==> config.mk <==
export PLATFORM = sky130hd
export DESIGN_NAME = cmsa_front
export DESIGN_NICKNAME = d
export VERILOG_FILES = /design/src/rtl/core/cmsa_pkg.sv /design/src/rtl/core/cmsa_front.sv
export SDC_FILE = /design/constraint.sdc
export NUM_CORES = 1
export LEC_CHECK = 0
export ABC_AREA = 1
export CORE_ASPECT_RATIO = 0.7
export CORE_UTILIZATION = 44
export DETAILED_ROUTE_END_ITERATION = 6
export DONT_BUFFER_PORTS = 1
export GPL_TIMING_DRIVEN = 0
export PLACE_DENSITY = 0.59
export SLEW_MARGIN = 40
export SYNTH_ARGS = -nofsm -noshare
export SYNTH_HDL_FRONTEND = slang
export SYNTH_SLANG_ARGS = --single-unit
==> constraint.sdc <==
create_clock -name i_clk -period 4.5 [get_ports i_clk]
set_clock_uncertainty 0.1 [all_clocks]
set_input_delay 0.9 -clock i_clk [delete_from_list [all_inputs] [get_ports i_clk]]
set_output_delay 0.9 -clock i_clk [all_outputs]
set_load 0.01 [all_outputs]
==> src/rtl/core/cmsa_pkg.sv <==
// Shared types and constants for the clip mean / standard deviation accumulator.
// Used by every module under rtl/core except cmsa_ram; depends on nothing else.
package cmsa_pkg;

    localparam int STORE_DEPTH  = 1024;
    localparam int ELEM_AW      = $clog2(STORE_DEPTH);
    localparam int SAMPLE_BITS  = 16;
    localparam int SUM_W        = 32;
    localparam int SQ_W         = 48;
    localparam int CNT_W        = 16;
    localparam int EPC_W        = 11;
    localparam int QUEUE_DEPTH  = 4;
    localparam int QUEUE_AW     = $clog2(QUEUE_DEPTH);

    localparam logic [EPC_W-1:0] EPC_RESET = 11'd1024;
    localparam logic [CNT_W-1:0] CNT_MAX   = 16'hFFFF;

    // Input command codes
    typedef enum logic [1:0] {
        CMD_ADD     = 2'd0,
        CMD_READ    = 2'd1,
        CMD_RESTART = 2'd2
    } t_cmd;

    // Work classified by the front end
    typedef enum logic [1:0] {
        OP_ADD,
        OP_READ,
        OP_CLEAR
    } t_op;

    typedef struct packed {
        t_op                    op;
        logic [ELEM_AW-1:0]     idx;
        logic [SAMPLE_BITS-1:0] sample;
        logic                   idx_ok;
        logic                   last;
    } t_job;

    // Back-end sequencer states
    typedef enum logic [2:0] {
        B_CLEAR,
        B_IDLE,
        B_ADD_WB,
        B_RD_WAIT,
        B_MATH,
        B_OUT
    } t_bstate;

    // Arithmetic unit states
    typedef enum logic [2:0] {
        M_IDLE,
        M_MUL,
        M_DIV_MEAN,
        M_SET_VAR,
        M_DIV_VAR,
        M_ROOT,
        M_FIN
    } t_mstate;

    typedef struct packed {
        logic             start;
        logic [SUM_W-1:0] sum;
        logic [SQ_W-1:0]  sq;
        logic [CNT_W-1:0] cnt;
    } t_math_req;

    typedef struct packed {
        logic                     done;
        logic signed [CNT_W-1:0]  mean;
        logic [CNT_W-1:0]         stdev;
    } t_math_rsp;

endpackage

==> src/rtl/core/cmsa_front.sv <==
// Front end: accepts input transfers, classifies them and queues the work.
// Depends on cmsa_pkg.
module cmsa_front (
    input  logic                                i_clk,
    input  logic                                i_rst_n,
    input  logic [cmsa_pkg::EPC_W-1:0]          i_epc,
    input  logic                                i_valid,
    output logic                                o_ready,
    input  logic [1:0]                          i_command,
    input  logic [cmsa_pkg::ELEM_AW-1:0]        i_element_index,
    input  logic signed [cmsa_pkg::SAMPLE_BITS-1:0] i_sample,
    output cmsa_pkg::t_job                      o_job,
    output logic                                o_job_valid,
    input  logic                                i_pop
);

    cmsa_pkg::t_job              r_q [cmsa_pkg::QUEUE_DEPTH];
    logic [cmsa_pkg::QUEUE_AW-1:0] r_wp, r_rp;
    logic [cmsa_pkg::QUEUE_AW:0]   r_cnt;

    cmsa_pkg::t_job job;
    logic           keep;
    logic           idx_ok;
    logic           push;
    logic           pop;

    // Classify the incoming item
    always_comb begin
        idx_ok     = {1'b0, i_element_index} < i_epc;
        job.idx    = i_element_index;
        job.sample = i_sample;
        job.idx_ok = idx_ok;
        job.last   = {1'b0, i_element_index} == (i_epc - 11'd1);
        job.op     = cmsa_pkg::OP_ADD;
        keep       = 1'b0;
        unique case (i_command)
            cmsa_pkg::CMD_ADD: begin
                job.op = cmsa_pkg::OP_ADD;
                keep   = idx_ok;
            end
            cmsa_pkg::CMD_READ: begin
                job.op = cmsa_pkg::OP_READ;
                keep   = 1'b1;
            end
            cmsa_pkg::CMD_RESTART: begin
                job.op = cmsa_pkg::OP_CLEAR;
                keep   = 1'b1;
            end
            default: begin
                keep   = 1'b0;
            end
        endcase
    end

    assign o_ready     = r_cnt != cmsa_pkg::QUEUE_DEPTH[cmsa_pkg::QUEUE_AW:0];
    assign push        = i_valid && o_ready && keep;
    assign o_job_valid = r_cnt != '0;
    assign pop         = i_pop && o_job_valid;
    assign o_job       = r_q[r_rp];

    // Queue storage
    always_ff @(posedge i_clk) begin
        if (push) begin
            r_q[r_wp] <= job;
        end
    end

    // Advance queue pointers
    always_ff @(posedge i_clk) begin
        if (!i_rst_n) begin
            r_wp  <= '0;
            r_rp  <= '0;
            r_cnt <= '0;
        end else begin
            if (push) begin
                r_wp <= r_wp + 1'b1;
            end
            if (pop) begin
                r_rp <= r_rp + 1'b1;
            end
            if (push && !pop) begin
                r_cnt <= r_cnt + 1'b1;
            end else if (pop && !push) begin
                r_cnt <= r_cnt - 1'b1;
            end
        end
    end

endmodule

## Word level (Yosys, flattened, before mapping)

Memory sizes are Yosys's and may differ from the RTL's. A register that Yosys moved wholly into a read port is not among the register bits.
Index checks and enable logic that the tools add are counted.

| operators by class | value |
|---|---|
| add/sub/neg operators | 5 |
| magnitude comparators | 1 |
| equal/unequal tests | 4 |
| mux-type cells | 8 |
| reduce and logical (&&, ||, !) cells | 11 |

Operator list:

| cell | number |
|---|---|
| equality test 10 x 11 -> 1 bit | 1 |
| < comparator 10 x 11 -> 1 bit | 1 |
| subtractor 11 x 1 -> 11 bit, second input constant | 1 |
| 2-to-1 mux 3 bit | 2 |
| logical AND 1 bit | 5 |
| adder 2 x 1 -> 2 bit, second input constant | 2 |
| 2-to-1 mux 2 bit | 2 |
| one-hot mux 2 bit (2 select lines) | 1 |
| adder 3 x 1 -> 3 bit, second input constant | 1 |
| inequality test 3 bit, second input constant | 1 |
| nonzero test 3 bit | 1 |
| subtractor 3 x 1 -> 3 bit, second input constant | 1 |
| equality test 2 x 1 -> 1 bit, second input constant | 1 |
| equality test 2 bit, second input constant | 1 |
| logical NOT 1 bit | 2 |
| logical NOT 2 bit | 1 |
| 2-to-1 mux 1 bit | 2 |
| one-hot mux 1 bit (2 select lines) | 1 |
| nonzero test 2 bit | 1 |
| OR reduction 2 bit | 1 |

| storage, ports and cells | value |
|---|---|
| register bits after elaboration | 7 |
| bits in writable memories | 120 |
| input bits | 43 |
| output and inout bits | 32 |
| logic and storage cells | 33 |
| memories kept | 1 |

Memory list:

| memory | depth | bits a word | read ports | clocked after Yosys merged registers in | write ports | line | RTL |
|---|---|---|---|---|---|---|---|
| r_q | 4 | 30 | 1 | 1 | 1 | cmsa_front.sv:17 | `cmsa_pkg::t_job r_q [cmsa_pkg::QUEUE_DEPTH];` |

## Depth between registers and ports, before layout

Gate-level depths: netlist (run 1).

| depth | value |
|---|---|
| word-level depth | 8 |
| gate-level depth with buffers | 19 |
| gate-level depth less buffers | 19 |

## Worst setup path before layout (run 1)

OpenSTA, ideal clock, no wires.

| timing path | value |
|---|---|
| path type | in2reg |
| start point | in i_epc[8] in the netlist's numbering |
| end point | mem r_q[0][0] in the netlist's numbering, enable pin |
| setup time | 0.417 ns |
| arrival time | 3.080 ns |
| data required time | 3.983 ns |
| path slack | 0.903 ns |
| cell stages on the path | 9 |
| buffers on the path | 0 |
| cells stage by stage | inv_1 ha_1 nand2_1 nand2_1 a21boi_2 nand4_1 nand2_1 nand2_2 nor2_1 |

| between the ends | value |
|---|---|
| word-level cells in the longest chain between the ends | 5 |

RTL lines:

| what | line | RTL |
|---|---|---|
| from (decl) | cmsa_front.sv:6 | `input logic [cmsa_pkg::EPC_W-1:0] i_epc,` |
| < comparator 10 x 11 -> 1 bit | cmsa_front.sv:29 | `idx_ok = {1'b0, i_element_index} < i_epc;` |
| one-hot mux 1 bit (2 select lines) | cmsa_front.sv:36 | `unique case (i_command)` |
| logical AND 1 bit | cmsa_front.sv:56 | `assign push = i_valid && o_ready && keep;` |
| 2-to-1 mux 1 bit | cmsa_front.sv:63 | `if (push) begin` |
| 2-to-1 mux 1 bit (not written as such) | cmsa_front.sv:64 | `r_q[r_wp] <= job;` |
| to (decl) | cmsa_front.sv:17 |  |

No other way between the ends.

## Worst setup path after layout (run 1)

| timing path | value |
|---|---|
| start point | in i_epc[1] in the netlist's numbering |
| end point | reg r_cnt[1] in the netlist's numbering |

| between the ends | value |
|---|---|
| word-level cells in the longest chain between the ends | 6 |
| elaborated cells between the ends (all ways) | 8 |
| classes of those cells | order compare (1); mux (2); reduce/logical (5) |

RTL lines:

| what | line | RTL |
|---|---|---|
| < comparator 10 x 11 -> 1 bit * | cmsa_front.sv:29 |  |
| one-hot mux 1 bit (2 select lines) * | cmsa_front.sv:36 |  |
| logical AND 1 bit * | cmsa_front.sv:56 |  |
| via push | cmsa_front.sv:24 | `logic push;` |
| logical NOT 1 bit | cmsa_front.sv:83 | `end else if (pop && !push) begin` |
| logical AND 1 bit | cmsa_front.sv:83 |  |
| nonzero test 2 bit (no line) | - |  |
| to (signal assigned) | cmsa_front.sv:82 | `r_cnt <= r_cnt + 1'b1;` |
| to (signal assigned) | cmsa_front.sv:84 | `r_cnt <= r_cnt - 1'b1;` |
| to (decl) | cmsa_front.sv:19 | `logic [cmsa_pkg::QUEUE_AW:0] r_cnt;` |

Mark *: on every way through the listed nets, which the timed path passes. The rest lies on a longest branch.
A chain may end at the register's enable or synchronous reset.

==> results of run 1 <==
-- per-stage QoR --
stage	power, uW	area, um2	hold slack (ps)	cells	setup WS (ps)
2_1_floorplan	1943	5543	335.6	463	903.4
3_3_place_gp	2135	5739	355.2	620	-519.0
3_5_place_dp	2182	5949	368.2	627	1047
4_1_cts	3488	6506	377.6	657	1477
5_1_grt	3615	6506	410.3	657	1245
6_report	3460	6506	380.4	657	1504
-- synth_stat cells (all sizes together) --
cell    count
edfxtp    120
dfxtp       9
o21ai      71
fa          1
nor2       81
nand4       4
nand3b      1
inv        41
nor3        2
ha         20
nand3      10
nand2      31
xnor3       1
xor2        5
o22ai      30
a21boi      1
xnor2       3
and3        1
a21oi      11
clkbuf     15
nor3b       1
buf         4
-- placed cells by master, fill, tap and decap left out, drive strengths merged --
cell / count
xnor3: 1
nand4: 4
a21boi: 1
xor2: 5
nor3b: 1
bufinv: 3
ha: 20
nand2: 31
nor2: 81
o21ai: 71
edfxtp: 120
nor3: 2
dfxtp: 9
buf: 11
and3: 1
xnor2: 3
nand3: 10
clkbuf: 36
inv: 41
fa: 1
nand3b: 1
o22ai: 30
clkinv: 6
a21oi: 11
-- worst reg2reg max path, cell delays in order, from the launching register on --
cell and delay (ps):
dfxtp_1 380, nor3_1 100, nor3b_2 330, nand2_2 230, inv_1 100, ha_1 140, inv_1 60, fa_1 380
nor2_1 110, nor2_1 40, nand2_1 70, o21ai_0 80, a21oi_1 110
-- path summary, 6_finish.rpt --
kind                                 to  slack (ps)  cells after the start                  start
setup / recovery  r_cnt[1]$_SDFFE_PN0P_        1500                     14               i_epc[1]
hold / removal     r_rp[1]$_SDFFE_PN0P_         380                      2   r_rp[1]$_SDFFE_PN0P_
setup reg to reg  r_cnt[2]$_SDFFE_PN0P_        2210                     12  r_cnt[1]$_SDFFE_PN0P_
hold reg to reg    r_rp[1]$_SDFFE_PN0P_         380                      2   r_rp[1]$_SDFFE_PN0P_
-- per-layer routing --
| metal | up-vias | wire length (um) |
|---|---|---|
| met5 | - | 0 |
| met4 | 0 | 117 |
| met3 | 13 | 880 |
| met2 | 107 | 5598 |
| met1 | 1714 | 5752 |
| li1 | 1707 | - |
-- area by class of cell --
| type | instances | area, um2 |
|---|---|---|
| Timing Repair Buffer | 7 | 180.2 |
| Multi-Input combinational cell | 274 | 1559 |
| Clock buffer | 21 | 440.4 |
| Tap cell | 157 | 196.4 |
| Clock inverter | 9 | 116.4 |
| Sequential cell | 129 | 3784 |
| Inverter | 41 | 153.9 |
| Buffer | 19 | 76.32 |
| Fill cell | 1026 | 5468 |
-- flip-flops by register name, summed over array words and instances, names as in the netlist, named ones only --
signal,cells
r_q,120
r_rp,2
r_cnt,3
r_wp,2
-- logic make-up after synthesis --
| family | after synthesis |
|---|---|
| adder cells (fa/ha/maj) | 21 |
| AND/OR/NAND/NOR | 131 |
| AO/OA/AOI/OAI | 113 |
| buffers and inverters | 60 |
| flip-flops | 129 |
| XOR/XNOR | 9 |
-- power by group through the flow --
stage,logic (uW),registers [uW],clock network (uW)
floorplan,495,1450,0
global placement,679,1460,0
detailed placement,730,1450,0
CTS,734,1430,1320
global route,809,1440,1370
finish,724,1430,1310
==> results.cfg, run 1 <==
[global_routing]
met1_usage_pct = 27.20
grt_pass1_vias = 3527
grt_most_used_layer = met2
grtUsageMet2_pct = 31.35
grt_usage_pct = 20.34
use_met3_pct = 6.266
grt_pass1_wl_mm = 18.99
overflow = 0
grt_max_degree = 17
antenna_found_initial = 0

[finish]
final_util_pct = 54.34
drive_above_1_share_pct = 10.20
nNetsFinal = 553
syn_to_final_growth_pct = 17.38
diodes = 0

[die]
coreArea_mm2 = 0.01197
dieArea_mm2 = 0.01306
start_util_pct = 46.29
io_pins = 75
die_x_um = 136.2
die_y_um = 95.91
rows = 33

[run_status]
status = finished clean

[worst_setup_path]
worst-path-buf-inv = 3
crit_family = adder cells
cp_cell_sequence = inv_1 > ha_1 > nand2_1 > o21ai_0 > nand2_1 > nand4_1 > nand2_1 > nand2_2 > inv_1 > ha_1 > inv_1 > fa_1 > o21ai_0 > a21oi_1
critPathMaxStageDelay_ps = 410
cp_slowest_cell = fa_1
crit_arrival_ps = 3190
cp.required_ps = 4700
end_kind = flop
start_kind = input port
crit_fanout = 5
crit_type = input port to flop

[pwr]
leakage_uw = 0.002335
power_frac_comb_pct = 20.9
ir_drop_mv = 0.3282
power_switching_uw = 1004
clkPwrFrac_pct = 37.8
power.density_mw_per_mm2 = 531.8
switching_share_pct = 29.02
sequentialPowerShare_pct = 41.3
intPower_uw = 2456

[synthesis]
synth_seq_cells = 129
yosysTopAreaCellShare_pct = 65.01
muxShareOfSynthArea_pct = 0
synth_top_family_by_area = compound AO/OA/AOI/OAI gates
netlist_area_mm2 = 0.005543
synth_fa_ha_area_share_pct = 4.876
synth_cells = 463
synth.net_count = 527
ys_warn_count = 0
synthXorXnorAreaFrac_pct = 1.670
synth_compound_area_share_pct = 10.99
synthDistinctLibCells = 27
synth-seq-area-share_pct = 68.26
post_synth.cell_area_avg_um2 = 11.97
netlist.top_cell.by_area = edfxtp_1
synth.area.top_cells = edfxtp_1 65%, o21ai_0 6.3%, nor2_1 5.3%, ha_1 4.5%, o22ai_1 3.4%
synth_simple_gate_area_share_pct = 10.05

[clock_network]
cts_tree = built
cts_sinks = 129
clkSlewWorstSetupHoldPaths_ps = 50
root_buffer = clkbuf_16
cts_resized = 0
clk_latency_ps = 410
hold_buffers = 0
cts.htree.levels = 4
cts_inserted_buffers = 17
clockBufferDepth = 2
cts_setup_buffers = 0

[timing]
fmax_ghz = 0.3338
max_slew_margin_pct = 60.82
fin_crit_sh_pct = 66.58
fin_setup_tns_ps = 0
tightest_slew_ps = 586.3
setup_violations = 0
period_minus_slack_ps = 2996
grt_setup_unrepaired = false
hold_viol = 0
finalMaxSlewViolations = 0

[route]
drt_iter0_drc = 229
wl_per_cell_um = 18.80
dr_total_vias = 3541
ant_nets = 0
viasPerCell = 5.390
drt_pass1_iterations = 5
wirelength_mm = 12.35
drcViolationCount = 0

[place]
routabilityCongestion = 0.8872
hpwl_mm = 8.220
port_buffers = 0

[hold_path]
min_path_type = flop to flop

[flow_run]
max_cap_violations = 0
(Power assumes the default switching activity.)
==> run 2: changes to the inputs <==
--- a/config.mk
+++ b/config.mk
@@ -5,13 +5,13 @@
 export SDC_FILE = /design/constraint.sdc
 export NUM_CORES = 1
 export LEC_CHECK = 0
-export ABC_AREA = 1
+export ABC_AREA = 0
 export CORE_ASPECT_RATIO = 0.7
 export CORE_UTILIZATION = 44
 export DETAILED_ROUTE_END_ITERATION = 6
 export DONT_BUFFER_PORTS = 1
 export GPL_TIMING_DRIVEN = 0
-export PLACE_DENSITY = 0.59
+export PLACE_DENSITY = 0.61
 export SLEW_MARGIN = 40
 export SYNTH_ARGS = -nofsm -noshare
 export SYNTH_HDL_FRONTEND = slang
==> constraint.sdc (replaced) <==
create_clock -name i_clk -period 2.55 [get_ports i_clk]
set_clock_uncertainty 0.1 [all_clocks]
set_input_delay 0.51 -clock i_clk [delete_from_list [all_inputs] [get_ports i_clk]]
set_output_delay 0.51 -clock i_clk [all_outputs]
set_load 0.01 [all_outputs]
==> run 2 against run 1 <==
  * Non-clock buffer count decreased by 15
  * Critical path type unchanged
  * Cell count decreased by 25%
  * Register-to-register slack got worse by 2100 ps
  * Critical path depth decreased by 1
  * Sequential power increased by 74%
  * Sequential cell count unchanged
  * Count of clock-buffer cells in the layout decreased by 3
  * Die area decreased by 1.5%
  * Global-route usage decreased by 2.9 points
  * Sequential share of layout area increased by 1.4 points
==> results.cfg, run 2 <==
[run_status]
status = finished clean

[worst_setup_path]
r2r_slack_ps = 120
critPathMaxStageDelay_ps = 340
reg2reg_from = r_cnt[0]$_SDFFE_PN0P_
cp_cell_sequence = inv_8 > ha_4 > nor2b_1 > o21a_1 > o21ai_2 > a31oi_2 > a21boi_4 > ha_4 > inv_2 > fa_2 > xor2_1 > or3_1 > a21boi_1
rr_endpoint = r_cnt[2]$_SDFFE_PN0P_
start_kind = input port
crit_type = input port to flop
end_kind = flop
cp.required_ps = 2780
crit_arrival_ps = 2710
crit_family = compound AO/OA/AOI/OAI gates
cp_common_cell = ha_4
r2r_cells = 11
crit_fanout = 4
worst-path-buf-inv = 2
cp_slowest_cell = fa_2

[die]
io_pins = 75
die_y_um = 95.18
dieArea_mm2 = 0.01286
rows = 33
coreArea_mm2 = 0.01189
die_x_um = 135.1
start_util_pct = 45.90

[timing]
max_slew_margin_pct = 47.73
finalWorstSetupSlack_ps = 67.74
fin_crit_sh_pct = 97.34
grt_setup_unrepaired = true
finalMaxSlewViolations = 0
period_minus_slack_ps = 2482
tightest_slew_ps = 784.1
fin_setup_tns_ps = 0
hold_viol = 0
setup_violations = 0
fmax_ghz = 0.4029

[global_routing]
grt_pass1_vias = 2821
grt_max_degree = 31
antenna_found_initial = 0
overflow = 0
grt_pass1_wl_mm = 15.89
grt_usage_pct = 17.46

[finish]
diodes = 0
mostFrequentLayoutCell = edfxtp_1
nNetsFinal = 389
final_area_mm2 = 0.006351
syn_to_final_growth_pct = 16.37
final_cell_mix = 120 x edfxtp_1, 30 x mux4_2, 17 x clkbuf_16
reg_top3 = r_q: 120 flops, r_cnt: 3 flops
top_register = r_q
largest_register_ffs = 120
drive_above_1_share_pct = 25.82

[synthesis]
synthArstFlopShare_pct = 0
netlist.top_cell.by_area = edfxtp_1
synth_seq_cells = 129
synth_enable_flop_cells = 120
synth.area.top_cells = edfxtp_1 66%, mux4_2 12%, ha_1 4.6%, dfxtp_1 3.3%, xnor2_1 1.8%
ys_warn_count = 0
synth-seq-area-share_pct = 69.33
post_synth.cell_area_avg_um2 = 18.19
netlist_area_mm2 = 0.005458
synthDistinctLibCells = 40
synth.net_count = 364
synth_flop_cell = edfxtp_1
yosysTopAreaCellShare_pct = 66.02
yosysMostFrequentCell = edfxtp_1
ys_top_cells_by_count = 120 x edfxtp_1, 30 x mux4_2, 20 x ha_1
synth_cells = 300

[clock_network]
cts_inserted_buffers = 17
clk_latency_ps = 400
cts_tree = built
clockBufferDepth = 2
clkSlewWorstSetupHoldPaths_ps = 60
cts.htree.levels = 4
hold_buffers = 0
root_buffer = clkbuf_16
cts_sinks = 129

[route]
drcViolationCount = 0
drt_pass1_iterations = 4
viasPerCell = 5.484
drt_iter0_drc = 203
wirelength_mm = 10.40
ant_nets = 0
dr_total_vias = 2709
wl_per_cell_um = 21.06

[place]
pre_cts_slack_ps = -553.7
routabilityCongestion = 0.8336
hpwl_mm = 6.584
dpl_cell_area_mm2 = 0.005729
port_buffers = 0

[pwr]
ir_drop_mv = 0.5201
leakage_uw = 0.002106
power.density_mw_per_mm2 = 927.3

[hold_path]
hold_depth = 0
hp-start = i_sample[15]
min_to = r_q[2][17]$_DFFE_PP_
min_path_type = input port to flop

[flow_run]
max_cap_violations = 0
## run 2: changes by cell type after synthesis, moves of 8 or more
cell / before / now
and2_1: 0 / 8
clkbuf_1: 15 / 4
inv_1: 37 / 18
mux4_2: 0 / 30
nand2_1: 30 / 11
nor2_1: 78 / 4
o21ai_0: 70 / 6
o22ai_1: 30 / 2
xnor2_1: 3 / 11
## run 2: cells by family after synthesis
family	synth area share, %
buffers and inverters	1.788
multiplexers	12.93
adder cells (fa/ha/maj)	4.952
AND/OR/NAND/NOR	5.342
XOR/XNOR	2.568
AO/OA/AOI/OAI	3.095
flip-flops	69.33
## run 2: cell type report
cell class              count  area, um2
clock buffers              18      429.2
multi-input cells         148       1665
clock inverters            13      138.9
well taps                 157      196.4
fillers                   976       5540
flip-flops and latches    129       3784
repair buffers              4      30.03
plain buffers               7      30.03
inverters                  18      77.57
## run 2: report_power, final
| part | leakage (uW) | internal, uW | switching [uW] |
|---|---|---|---|
| registers | 0.00116 | 2440 | 47.9 |
| clock network | 0.000278 | 1440 | 876 |
| logic | 0.000665 | 505 | 581 |
| total | 0.00211 | 4380 | 1510 |
## run 2: per-layer routing
| layer | GRT usage [%] | part of all wire (%) | wire length [um] |
|---|---|---|---|
| met5 | 0 | 0 | 0 |
| met2 | 26.32 | 46 | 4779 |
| met4 | 7.022 | 0.84 | 87 |
| met1 | 23.41 | 47 | 4905 |
| met3 | 5.795 | 6.0 | 628 |
## run 2: how the worst max path moves through the flow
| stage | from | to | slack [ps] | cells past startpoint |
|---|---|---|---|---|
| final | i_epc[1] | r_cnt[2]$_SDFFE_PN0P_ | 70 | 13 |
| after global routing | i_epc[7] | r_cnt[2]$_SDFFE_PN0P_ | -70 | 13 |
| after CTS | i_epc[8] | r_cnt[2]$_SDFFE_PN0P_ | 20 | 13 |
| after detailed placement | i_epc[1] | r_cnt[2]$_SDFFE_PN0P_ | -550 | 13 |
| after global placement | i_epc[1] | r_cnt[2]$_SDFFE_PN0P_ | -480 | 13 |
| after floorplan | i_element_index[1] | r_cnt[2]$_SDFFE_PN0P_ | -280 | 12 |
## run 2: repair_timing
action                                 CTS  global route
resized for setup                        1             2
setup endpoints to repair                1            32
setup buffers                            3             1
pin swaps                                2             8
endpoints found under the hold margin    0             0
gates cloned                             0             2
## run 2: worst register-to-register path: stages (launching register included)
cell and delay (ps):
dfxtp_1 410, nor2_1 60, nand2_1 140, nand3b_1 120
a21oi_1 140, a21boi_4 240, ha_4 170, inv_2 40
fa_2 340, xor2_1 150, or3_1 310, a21boi_1 140
## run 2: stage by stage
step	util, %	cells	power, uW	hold slack, ps
floorplan	-	300	3400	367.7
global placement	48.14	457	3606	383.9
detailed placement	48.18	457	3638	403.2
CTS	53.18	491	5961	88.24
global route	53.41	494	6122	80.80
finish	53.41	494	5890	103.9
